--- src/design/lgge_pkg.sv ---
// Package for the life grid engine: sizes, opcodes, beat types, row helpers.
package lgge_pkg;

    localparam int GRID_SIZE = 32;
    localparam int ROW_W     = GRID_SIZE;
    localparam int IDX_W     = $clog2(GRID_SIZE);
    localparam int CNT_W     = $clog2(GRID_SIZE + 1);
    localparam int MID       = GRID_SIZE / 2;
    localparam int COORD_W   = 5;

    typedef enum logic [1:0] {
        OP_TOGGLE  = 2'd0,
        OP_WRITE   = 2'd1,
        OP_ADVANCE = 2'd2,
        OP_READ    = 2'd3
    } t_op;

    typedef struct packed {
        t_op                op;
        logic [COORD_W-1:0] col;
        logic [COORD_W-1:0] row;
        logic               write_value;
    } t_in_beat;

    typedef struct packed {
        logic cell_value;
        logic guard_alive;
    } t_out_beat;

    // Contents of a row straight after reset
    function automatic logic [ROW_W-1:0] reset_row(input logic [IDX_W-1:0] idx);
        logic [ROW_W-1:0] res;
        res = '0;
        if (idx == IDX_W'(MID) || idx == IDX_W'(MID + 1)) begin
            res = ROW_W'(3) << MID;
        end
        return res;
    endfunction

    // B3/S23 for one row; cells beyond the edges are dead
    function automatic logic [ROW_W-1:0] next_row(
        input logic [ROW_W-1:0] above,
        input logic [ROW_W-1:0] mid,
        input logic [ROW_W-1:0] below
    );
        logic [ROW_W-1:0] res;
        logic [ROW_W-1:0] al, ar, ml, mr, bl, br;
        logic [3:0]       n;
        res = '0;
        al  = above << 1;
        ar  = above >> 1;
        ml  = mid << 1;
        mr  = mid >> 1;
        bl  = below << 1;
        br  = below >> 1;
        for (int c = 0; c < ROW_W; c++) begin
            n = 4'(al[c]) + 4'(above[c]) + 4'(ar[c]) + 4'(ml[c]) + 4'(mr[c])
              + 4'(bl[c]) + 4'(below[c]) + 4'(br[c]);
            res[c] = mid[c] ? (n == 4'd2 || n == 4'd3) : (n == 4'd3);
        end
        return res;
    endfunction

endpackage

--- src/design/life_grid_generation_engine.sv ---
// Life grid engine: cell access and B3/S23 generation steps on a row memory.
// Toggle, write and read: registered row read, then S_RMW writes back and registers the result.
// Generation: one row read, windowed and written back per cycle; the result is
// registered with the last step, and the engine then returns to idle.
// One beat at a time; a new beat is taken while a result waits, a stalled result holds the last step.
// Synchronous active-low reset restores the dead grid with a live centre 2x2.
module life_grid_generation_engine
    import lgge_pkg::*;
(
    input  logic      i_clk,
    input  logic      i_rst_n,
    input  logic      i_in_valid,
    output logic      o_in_stall,
    input  t_in_beat  i_in,
    output logic      o_out_valid,
    input  logic      i_out_stall,
    output t_out_beat o_out
);

    typedef enum logic [1:0] {
        S_IDLE,
        S_RMW,
        S_ADV
    } t_state;

    // Row store; rows not yet written read as their reset contents
    logic [ROW_W-1:0] r_mem [GRID_SIZE];
    logic [GRID_SIZE-1:0] r_valid;

    // Registered read port
    logic [ROW_W-1:0] r_rd_row;
    logic             r_rd_ok;
    logic [IDX_W-1:0] r_rd_addr;
    logic [IDX_W-1:0] rd_addr;

    // Write port
    logic             wr_en;
    logic [IDX_W-1:0] wr_addr;
    logic [ROW_W-1:0] wr_data;

    t_state           r_state, n_state;
    t_op              r_op, n_op;
    logic [IDX_W-1:0] r_col, n_col;
    logic [IDX_W-1:0] r_row, n_row;
    logic             r_wv, n_wv;
    logic             r_in_grid, n_in_grid;
    logic [CNT_W-1:0] r_k, n_k;           // rows arrived in the window
    logic [ROW_W-1:0] r_prev, n_prev;     // old row k-2
    logic [ROW_W-1:0] r_cur, n_cur;       // old row k-1
    logic             r_cell, n_cell;     // new value of addressed cell
    logic [3:0]       r_guard, n_guard;   // mirror of the four centre cells
    logic             r_out_vld, n_out_vld;
    t_out_beat        r_out, n_out;

    logic             in_accept;
    logic             out_free;
    logic [ROW_W-1:0] eff_row;
    logic [ROW_W-1:0] adv_in;
    logic [ROW_W-1:0] life;
    logic [ROW_W-1:0] mask;
    logic [ROW_W-1:0] mod_row;
    logic [CNT_W-1:0] k_m1;
    logic [CNT_W-1:0] k_p1;
    logic             last_step;

    assign o_in_stall  = (r_state != S_IDLE);
    assign in_accept   = i_in_valid && !o_in_stall;
    assign o_out_valid = r_out_vld;
    assign o_out       = r_out;

    always_comb begin
        n_state   = r_state;
        n_op      = r_op;
        n_col     = r_col;
        n_row     = r_row;
        n_wv      = r_wv;
        n_in_grid = r_in_grid;
        n_k       = r_k;
        n_prev    = r_prev;
        n_cur     = r_cur;
        n_cell    = r_cell;
        n_out_vld = r_out_vld;
        n_out     = r_out;
        rd_addr   = r_rd_addr;
        wr_en     = 1'b0;
        wr_addr   = r_row;
        wr_data   = '0;

        out_free  = !r_out_vld || !i_out_stall;
        eff_row   = r_rd_ok ? r_rd_row : reset_row(r_rd_addr);
        last_step = (r_k == CNT_W'(GRID_SIZE));
        adv_in    = last_step ? '0 : eff_row;
        life      = next_row(r_prev, r_cur, adv_in);
        k_m1      = r_k - 1'b1;
        k_p1      = r_k + 1'b1;
        mask      = ROW_W'(1) << r_col;
        mod_row   = eff_row;
        if (r_op == OP_TOGGLE) begin
            mod_row = eff_row ^ mask;
        end else if (r_op == OP_WRITE) begin
            mod_row = (eff_row & ~mask) | (r_wv ? mask : '0);
        end

        if (r_out_vld && !i_out_stall) begin
            n_out_vld = 1'b0;
        end

        unique case (r_state)
            S_IDLE: begin
                if (in_accept) begin
                    n_op      = i_in.op;
                    n_col     = i_in.col[IDX_W-1:0];
                    n_row     = i_in.row[IDX_W-1:0];
                    n_wv      = i_in.write_value;
                    n_in_grid = (32'(i_in.col) < GRID_SIZE) && (32'(i_in.row) < GRID_SIZE);
                    if (i_in.op == OP_ADVANCE) begin
                        rd_addr = '0;
                        n_k     = '0;
                        n_prev  = '0;
                        n_cur   = '0;
                        n_cell  = 1'b0;
                        n_state = S_ADV;
                    end else begin
                        rd_addr = i_in.row[IDX_W-1:0];
                        n_state = S_RMW;
                    end
                end
            end
            S_RMW: begin
                if (out_free) begin
                    wr_en     = r_in_grid && (r_op == OP_TOGGLE || r_op == OP_WRITE);
                    wr_addr   = r_row;
                    wr_data   = mod_row;
                    n_cell    = r_in_grid && mod_row[r_col];
                    n_out_vld = 1'b1;
                    n_state   = S_IDLE;
                end
            end
            S_ADV: begin
                if (!last_step || out_free) begin
                    n_prev = r_cur;
                    n_cur  = adv_in;
                    n_k    = k_p1;
                    if (r_k != '0) begin
                        wr_en   = 1'b1;
                        wr_addr = k_m1[IDX_W-1:0];
                        wr_data = life;
                        if (k_m1[IDX_W-1:0] == r_row) begin
                            n_cell = r_in_grid && life[r_col];
                        end
                    end
                    if (k_p1 < CNT_W'(GRID_SIZE)) begin
                        rd_addr = k_p1[IDX_W-1:0];
                    end
                    if (last_step) begin
                        n_out_vld = 1'b1;
                        n_state   = S_IDLE;
                    end
                end
            end
            default: begin
                n_state = S_IDLE;
            end
        endcase

        // Keep the centre mirror in step with the write port
        n_guard = r_guard;
        if (wr_en && wr_addr == IDX_W'(MID)) begin
            n_guard[1:0] = wr_data[MID+1:MID];
        end
        if (wr_en && wr_addr == IDX_W'(MID + 1)) begin
            n_guard[3:2] = wr_data[MID+1:MID];
        end

        if (n_state == S_IDLE && r_state != S_IDLE) begin
            n_out.cell_value  = n_cell;
            n_out.guard_alive = &n_guard;
        end
    end

    always_ff @(posedge i_clk) begin
        if (!i_rst_n) begin
            r_state   <= S_IDLE;
            r_valid   <= '0;
            r_guard   <= 4'b1111;
            r_out_vld <= 1'b0;
        end else begin
            r_state   <= n_state;
            r_guard   <= n_guard;
            r_out_vld <= n_out_vld;
            if (wr_en) begin
                r_valid[wr_addr] <= 1'b1;
            end
        end
        r_op      <= n_op;
        r_col     <= n_col;
        r_row     <= n_row;
        r_wv      <= n_wv;
        r_in_grid <= n_in_grid;
        r_k       <= n_k;
        r_prev    <= n_prev;
        r_cur     <= n_cur;
        r_cell    <= n_cell;
        r_out     <= n_out;
    end

    // Memory: one write and one registered read per cycle
    always_ff @(posedge i_clk) begin
        if (wr_en) begin
            r_mem[wr_addr] <= wr_data;
        end
        r_rd_row  <= r_mem[rd_addr];
        r_rd_ok   <= r_valid[rd_addr];
        r_rd_addr <= rd_addr;
    end

endmodule
--- config.mk ---
export PLATFORM = sky130hd
export DESIGN_NAME = life_grid_generation_engine
export DESIGN_NICKNAME = d
export VERILOG_FILES = /design/src/design/lgge_pkg.sv /design/src/design/life_grid_generation_engine.sv
export SDC_FILE = /design/constraint.sdc
export NUM_CORES = 2
export LEC_CHECK = 0
export ABC_CLOCK_PERIOD_IN_PS = 20800
export BUFFER_PORTS_ARGS = -buffer_cell sky130_fd_sc_hd__buf_4
export CAP_MARGIN = 20
export CELL_PAD_IN_SITES_DETAIL_PLACEMENT = 2
export CELL_PAD_IN_SITES_GLOBAL_PLACEMENT = 2
export CORE_ASPECT_RATIO = 1.4
export CORE_MARGIN = 5
export CORE_UTILIZATION = 45
export CTS_CLUSTER_DIAMETER = 80
export CTS_CLUSTER_SIZE = 20
export DETAILED_ROUTE_END_ITERATION = 6
export PLACE_DENSITY = 0.89
export SYNTH_ARGS = -nofsm -noshare
export SYNTH_HDL_FRONTEND = slang
export SYNTH_SLANG_ARGS = --single-unit
--- constraint.sdc ---
create_clock -name i_clk -period 20.8 [get_ports i_clk]
set_input_delay 4.16 -clock i_clk [delete_from_list [all_inputs] [get_ports i_clk]]
set_output_delay 4.16 -clock i_clk [all_outputs]
set_load 0.05 [all_outputs]
After elaboration in Yosys (flattened, before gate mapping)

Memory sizes are Yosys's and may differ from the RTL's. A register that Yosys moved wholly into a read port is not among the register bits.
Index checks and enable logic that the tools add are counted.

Flip-flop bits (word level): 131
Memory bits (writable): 1,024
Input bits: 17
Output and inout port bits: 4
Word-level logic and storage cells: 473
Memories: 1

Memory list:

| memory | depth | bits a word | rd ports | clocked after Yosys merged registers in | write ports | line                              | RTL |
|---|---|---|---|---|---|---|---|
| r_mem  | 32    | 32          | 1        | 1                                       | 1           | life_grid_generation_engine.sv:27 | `logic [ROW_W-1:0] r_mem [GRID_SIZE];` |

Add/subtract/negate cells: 219
Order comparisons: 5
Equality and inequality tests: 77
Shift-type cells: 1
Mux-type cells: 94
Bitwise operators: 5
Reduce and logical (&&, ||, !) cells: 55

Operator list:

| operator                                                              | number |
|---|---|
| 4-bit by 1-bit adder with 4-bit output                                | 124 |
| 32-bit 2-to-1 mux                                                     | 12 |
| 4-bit by 2-bit == test with 1-bit output (second input constant)      | 64 |
| 32-bit case mux with 2 select lines                                   | 3 |
| 3-bit by 1-bit adder with 4-bit output                                | 31 |
| 2-bit by 1-bit adder with 3-bit output                                | 31 |
| 32-bit bitwise OR                                                     | 2 |
| 1-bit by 1-bit adder with 2-bit output                                | 31 |
| 1-bit 2-to-1 mux                                                      | 51 |
| 1-bit logical OR                                                      | 36 |
| 5-bit 2-to-1 mux                                                      | 7 |
| 32-bit AND                                                            | 1 |
| 32-bit NOT                                                            | 1 |
| 1-bit by 5-bit left shift with 32-bit output (first input constant)   | 1 |
| 32-bit bitwise XOR                                                    | 1 |
| 5-bit == test (second input constant)                                 | 4 |
| 5-bit by 6-bit < comparator with 1-bit output (second input constant) | 3 |
| 18-bit 2-to-1 mux                                                     | 1 |
| 6-bit 2-to-1 mux                                                      | 3 |
| 1-bit binary-select mux with 5-bit select                             | 3 |
| 2-bit 2-to-1 mux                                                      | 7 |
| 6-bit case mux with 2 select lines                                    | 1 |
| 5-bit case mux with 2 select lines                                    | 1 |
| 4-bit AND reduction                                                   | 2 |
| other kinds (19)                                                      | 35 |

Depth between registers and ports, before layout

Word-level depth: 17
Gate-level depth with buffers: 21

Least setup slack after synthesis

Ideal clock, no wire load.

Kind: input to register
Start point: input i_in[12] in the netlist's numbering
End point: register r_cur[0], enable pin
Data arrival time: 9,732 ps
Slack: 10,457 ps
Stages: 4
Path buffers: 1
Cell sequence: nor2b_1 -> buf_2 -> nand2_1 -> a221oi_1

Word-level cells in the longest chain between the ends: 3

RTL lines:

| item                                   | line                               | RTL |
|---|---|---|
| from (decl)                            | life_grid_generation_engine.sv:14  | `input t_in_beat i_in,` |
| 2-bit == test                          | life_grid_generation_engine.sv:116 | `if (i_in.op == OP_ADVANCE) begin` |
| 2-bit inequality test (no source line) | -                                  |  |
| 4-bit AND reduction (no source line)   | -                                  |  |
| to (signal assigned)                   | life_grid_generation_engine.sv:202 | `r_cur <= n_cur;` |
| to (decl)                              | life_grid_generation_engine.sv:49  | `logic [ROW_W-1:0] r_cur, n_cur;` |

No other way between the ends.
A chain may end at the register's enable or synchronous reset.

Final worst setup path

Start point: input i_in[11] in the netlist's numbering
End point: register r_rd_row[28] (read register of r_mem)

Word-level cells in the longest chain between the ends: 4

RTL lines:

| item                               | line                               | RTL |
|---|---|---|
| 2-bit == test                      | life_grid_generation_engine.sv:116 |  |
| 5-bit 2-to-1 mux                   | life_grid_generation_engine.sv:116 |  |
| 5-bit 2-to-1 mux                   | life_grid_generation_engine.sv:110 | `if (in_accept) begin` |
| 5-bit case mux with 2 select lines | life_grid_generation_engine.sv:108 | `unique case (r_state)` |
| to (decl)                          | life_grid_generation_engine.sv:31  | `logic [ROW_W-1:0] r_rd_row;` |

No other way between the ends.

==> reports/results.ini <==
[sta]
worst_pin_slew_ns=2.17
timing.final.ws_setup_ns=11.00
max_freq_mhz=102
relSlewSlack_pct=-45.8
setup_violations=0
rsz0062_at_grt=no
slew_viol_final=3
period_share_pct=47.1
fin_skew_ns=0.0346
hold_viol_final=0
finalCriticalPeriod_ns=9.80
setup_tns_ns=0

[routing]
wl_mm=245
drcViolationCount=7
drt_iter0_drc=6829
routedWlPerCell_um=44.1
detail-route-antenna-nets=0
route.vias.total=41300
first_pass_iters=6
drt-vias-per-instance=7.42

[critical_path]
path_cells=buf_4 -> nor2b_1 -> o2bb2ai_1 -> nand2_1 -> and2_4 -> buf_4 -> buf_4 -> buf_4 -> buf_4 -> nand2_1 -> a32oi_1 -> o22ai_1 -> nor4_2
required_ns=21.42
worstPathArrival_ns=10.42
critical_path.top_delay_family=buffers and inverters
critPathKind=input pin to register
critPathMostFrequentCell=buf_4
crit_path_end_kind=register
crit_fanout=92
path_buf_inv=5
slowest_delay_ns=0.91
r2r_slack_ns=13.27
cpMaxStageDelayCell=buf_4
start_kind=input pin

[final_layout]
fillCellCount=10900
final_cells=5562
drive_gt1_share_pct=7.50
synthToLayoutAreaGrowth_pct=8.01
nets=4245
seqCellArea_sq_um=34900
final_util_pct=49.0
multi_input_area_sq_um=16200

[die]
rows=148
io_pins=21
die_area_sq_um=124000
dieWidth_um=300
die_h_um=415
fp.coreArea_sq_um=116000
initial_core_util_pct=45.4

[global_route]
first_global_vias=43000
antenna_found_initial=13
grt_max_degree=195
grt_overflow_total=0
grt.total_usage_pct=36.6
grt_pass1_wl_mm=329

[synth]
synthFlopType=edfxtp_1
synth_top_cell_area_share_pct=63.0
yosys_warnings=0
mappedNetlistNets=4322
yosysSeqAreaShare_pct=66.0
synthTopCellsByCount=edfxtp_1, nand2_1, a21oi_1
netlist_instances=4083
syn_area_sq_um=52800
synth.area.top_cells=edfxtp_1, nand2_1, fa_1
yosysMostFrequentCell=edfxtp_1
yosys.area.top_type=edfxtp_1
async_reset_ff_share_pct=0
ys_seq_elements=1187
synth-edff-count=1109
avgSynthCellArea_sq_um=12.9
ys_types=91

[cts]
cts_tree=done
clk_pin_slew_worst_paths_ns=0.11
postCtsSetupBuffers=0
clock-root-buffer=clkbuf_16
cts_buffer_depth=3
hold_buffers=0
cts-resized-gates=0
cts_buffers=70
clock-sinks=1187
clock_latency_ns=0.73
cts_max_level=3

[power]
swShare_pct=41.8
powerDensity_nw_per_um2=127
p_leak_nw=20.2
switching_power_w=0.00304
p_int_w=0.00422
seqPwrFrac_pct=38.2
ir_drop_v=0.0000833
p_comb_share_pct=40.0
clkPwrFrac_pct=21.8

[placed_design]
dpl.cell_count=5410
gp_congestion=0.848
io_buffers=20
post-place-ws_ns=10.62
dp_hpwl_mm=126

[min_path]
hold_path.class=register to register

[status]
violations=design-rule violations, max-capacitance violations, max-slew violations
outcome=complete, but fails checks

[job]
maxCapViolCount=1

-- layer usage --
layer	GRT usage, %	vias to the layer above	share of wire [%]
met4	26.8	14	10
met5	0	-	0.033
met3	8.85	1456	11
met1	43.5	21000	33
li1	-	15100	-
met2	58.1	3773	45
-- power groups by stage --
| stage | combinational, W | clock, W | sequential (W) |
|---|---|---|---|
| after floorplan | 0.00151 | 0 | 0.00274 |
| after global placement | 0.00199 | 0 | 0.00280 |
| after detailed placement | 0.00242 | 0 | 0.00280 |
| after CTS | 0.00262 | 0.00154 | 0.00275 |
| after global routing | 0.00296 | 0.00167 | 0.00276 |
| final | 0.00291 | 0.00158 | 0.00277 |
-- flip-flops by register name (all words and copies together) (netlist names), 5 cells and up --
name	count
r_mem	1024
r_cur	32
r_prev	32
r_rd_row	32
r_valid	32
r_k	6
r_col	5
r_rd_addr	5
r_row	5
-- worst paths after layout --
| check | startpoint | endpoint | cells past startpoint |
|---|---|---|---|
| max | i_in[11] | r_rd_row[28] | 13 |
| min | r_valid[24] | r_valid[24] | 1 |
| max reg2reg | r_k[0] | o_out[0] | 18 |
| min reg2reg | r_valid[24] | r_valid[24] | 1 |
-- cell type report --
cell class                 count  area share (%)
clock buffer                 115            3.51
clock inverter                 6           0.134
tap                         1500            3.29
sequential                  1187            61.1
antenna                        7          0.0307
multi-input combinational   2451            28.5
timing repair buffer         116            2.26
inverter                     180            1.21
-- metrics by stage --
step	hold slack (ns)	total power, W	cell area (sq um)
after global placement	0.446	0.00479	54400
after global routing	0.498	0.00740	57000
after detailed placement	0.456	0.00523	54400
final	0.478	0.00726	57100
after floorplan	0.441	0.00425	52800
after CTS	0.477	0.00691	56500
-- placed cells by master, fill, tap and decap left out, types with 32 or more instances in the layout --
cell type | netlist | routed
a21oi_1 | 337 | 337
a31oi_1 | 33 | 33
a32oi_1 | 270 | 270
and2_1 | 38 | 36
buf_4 | 16 | 91
clkbuf_1 | 67 | 41
clkbuf_16 | 0 | 75
dfxtp_1 | 78 | 77
edfxtp_1 | 1109 | 1109
fa_1 | 124 | 124
ha_1 | 98 | 98
inv_1 | 178 | 178
nand2_1 | 855 | 853
nand3_1 | 56 | 56
nor2_1 | 145 | 119
nor2_4 | 2 | 32
o21a_1 | 40 | 40
o22ai_1 | 154 | 154
-- cell families (layout without fill, tap and decap cells) --
kind of cell / after synthesis / after routing / synth area share [%]
AND/OR/NAND/NOR: 1231 / 1231 / 10.2
flip-flops: 1187 / 1187 / 66.0
AO/OA/AOI/OAI: 979 / 979 / 12.7
buffers and inverters: 445 / 417 / 3.80
adder cells (fa/ha/maj): 222 / 222 / 7.02
XOR/XNOR: 10 / 10 / 0.166
multiplexers: 9 / 9 / 0.182
other: 0 / 7 / 0
(Power assumes the default switching activity.)
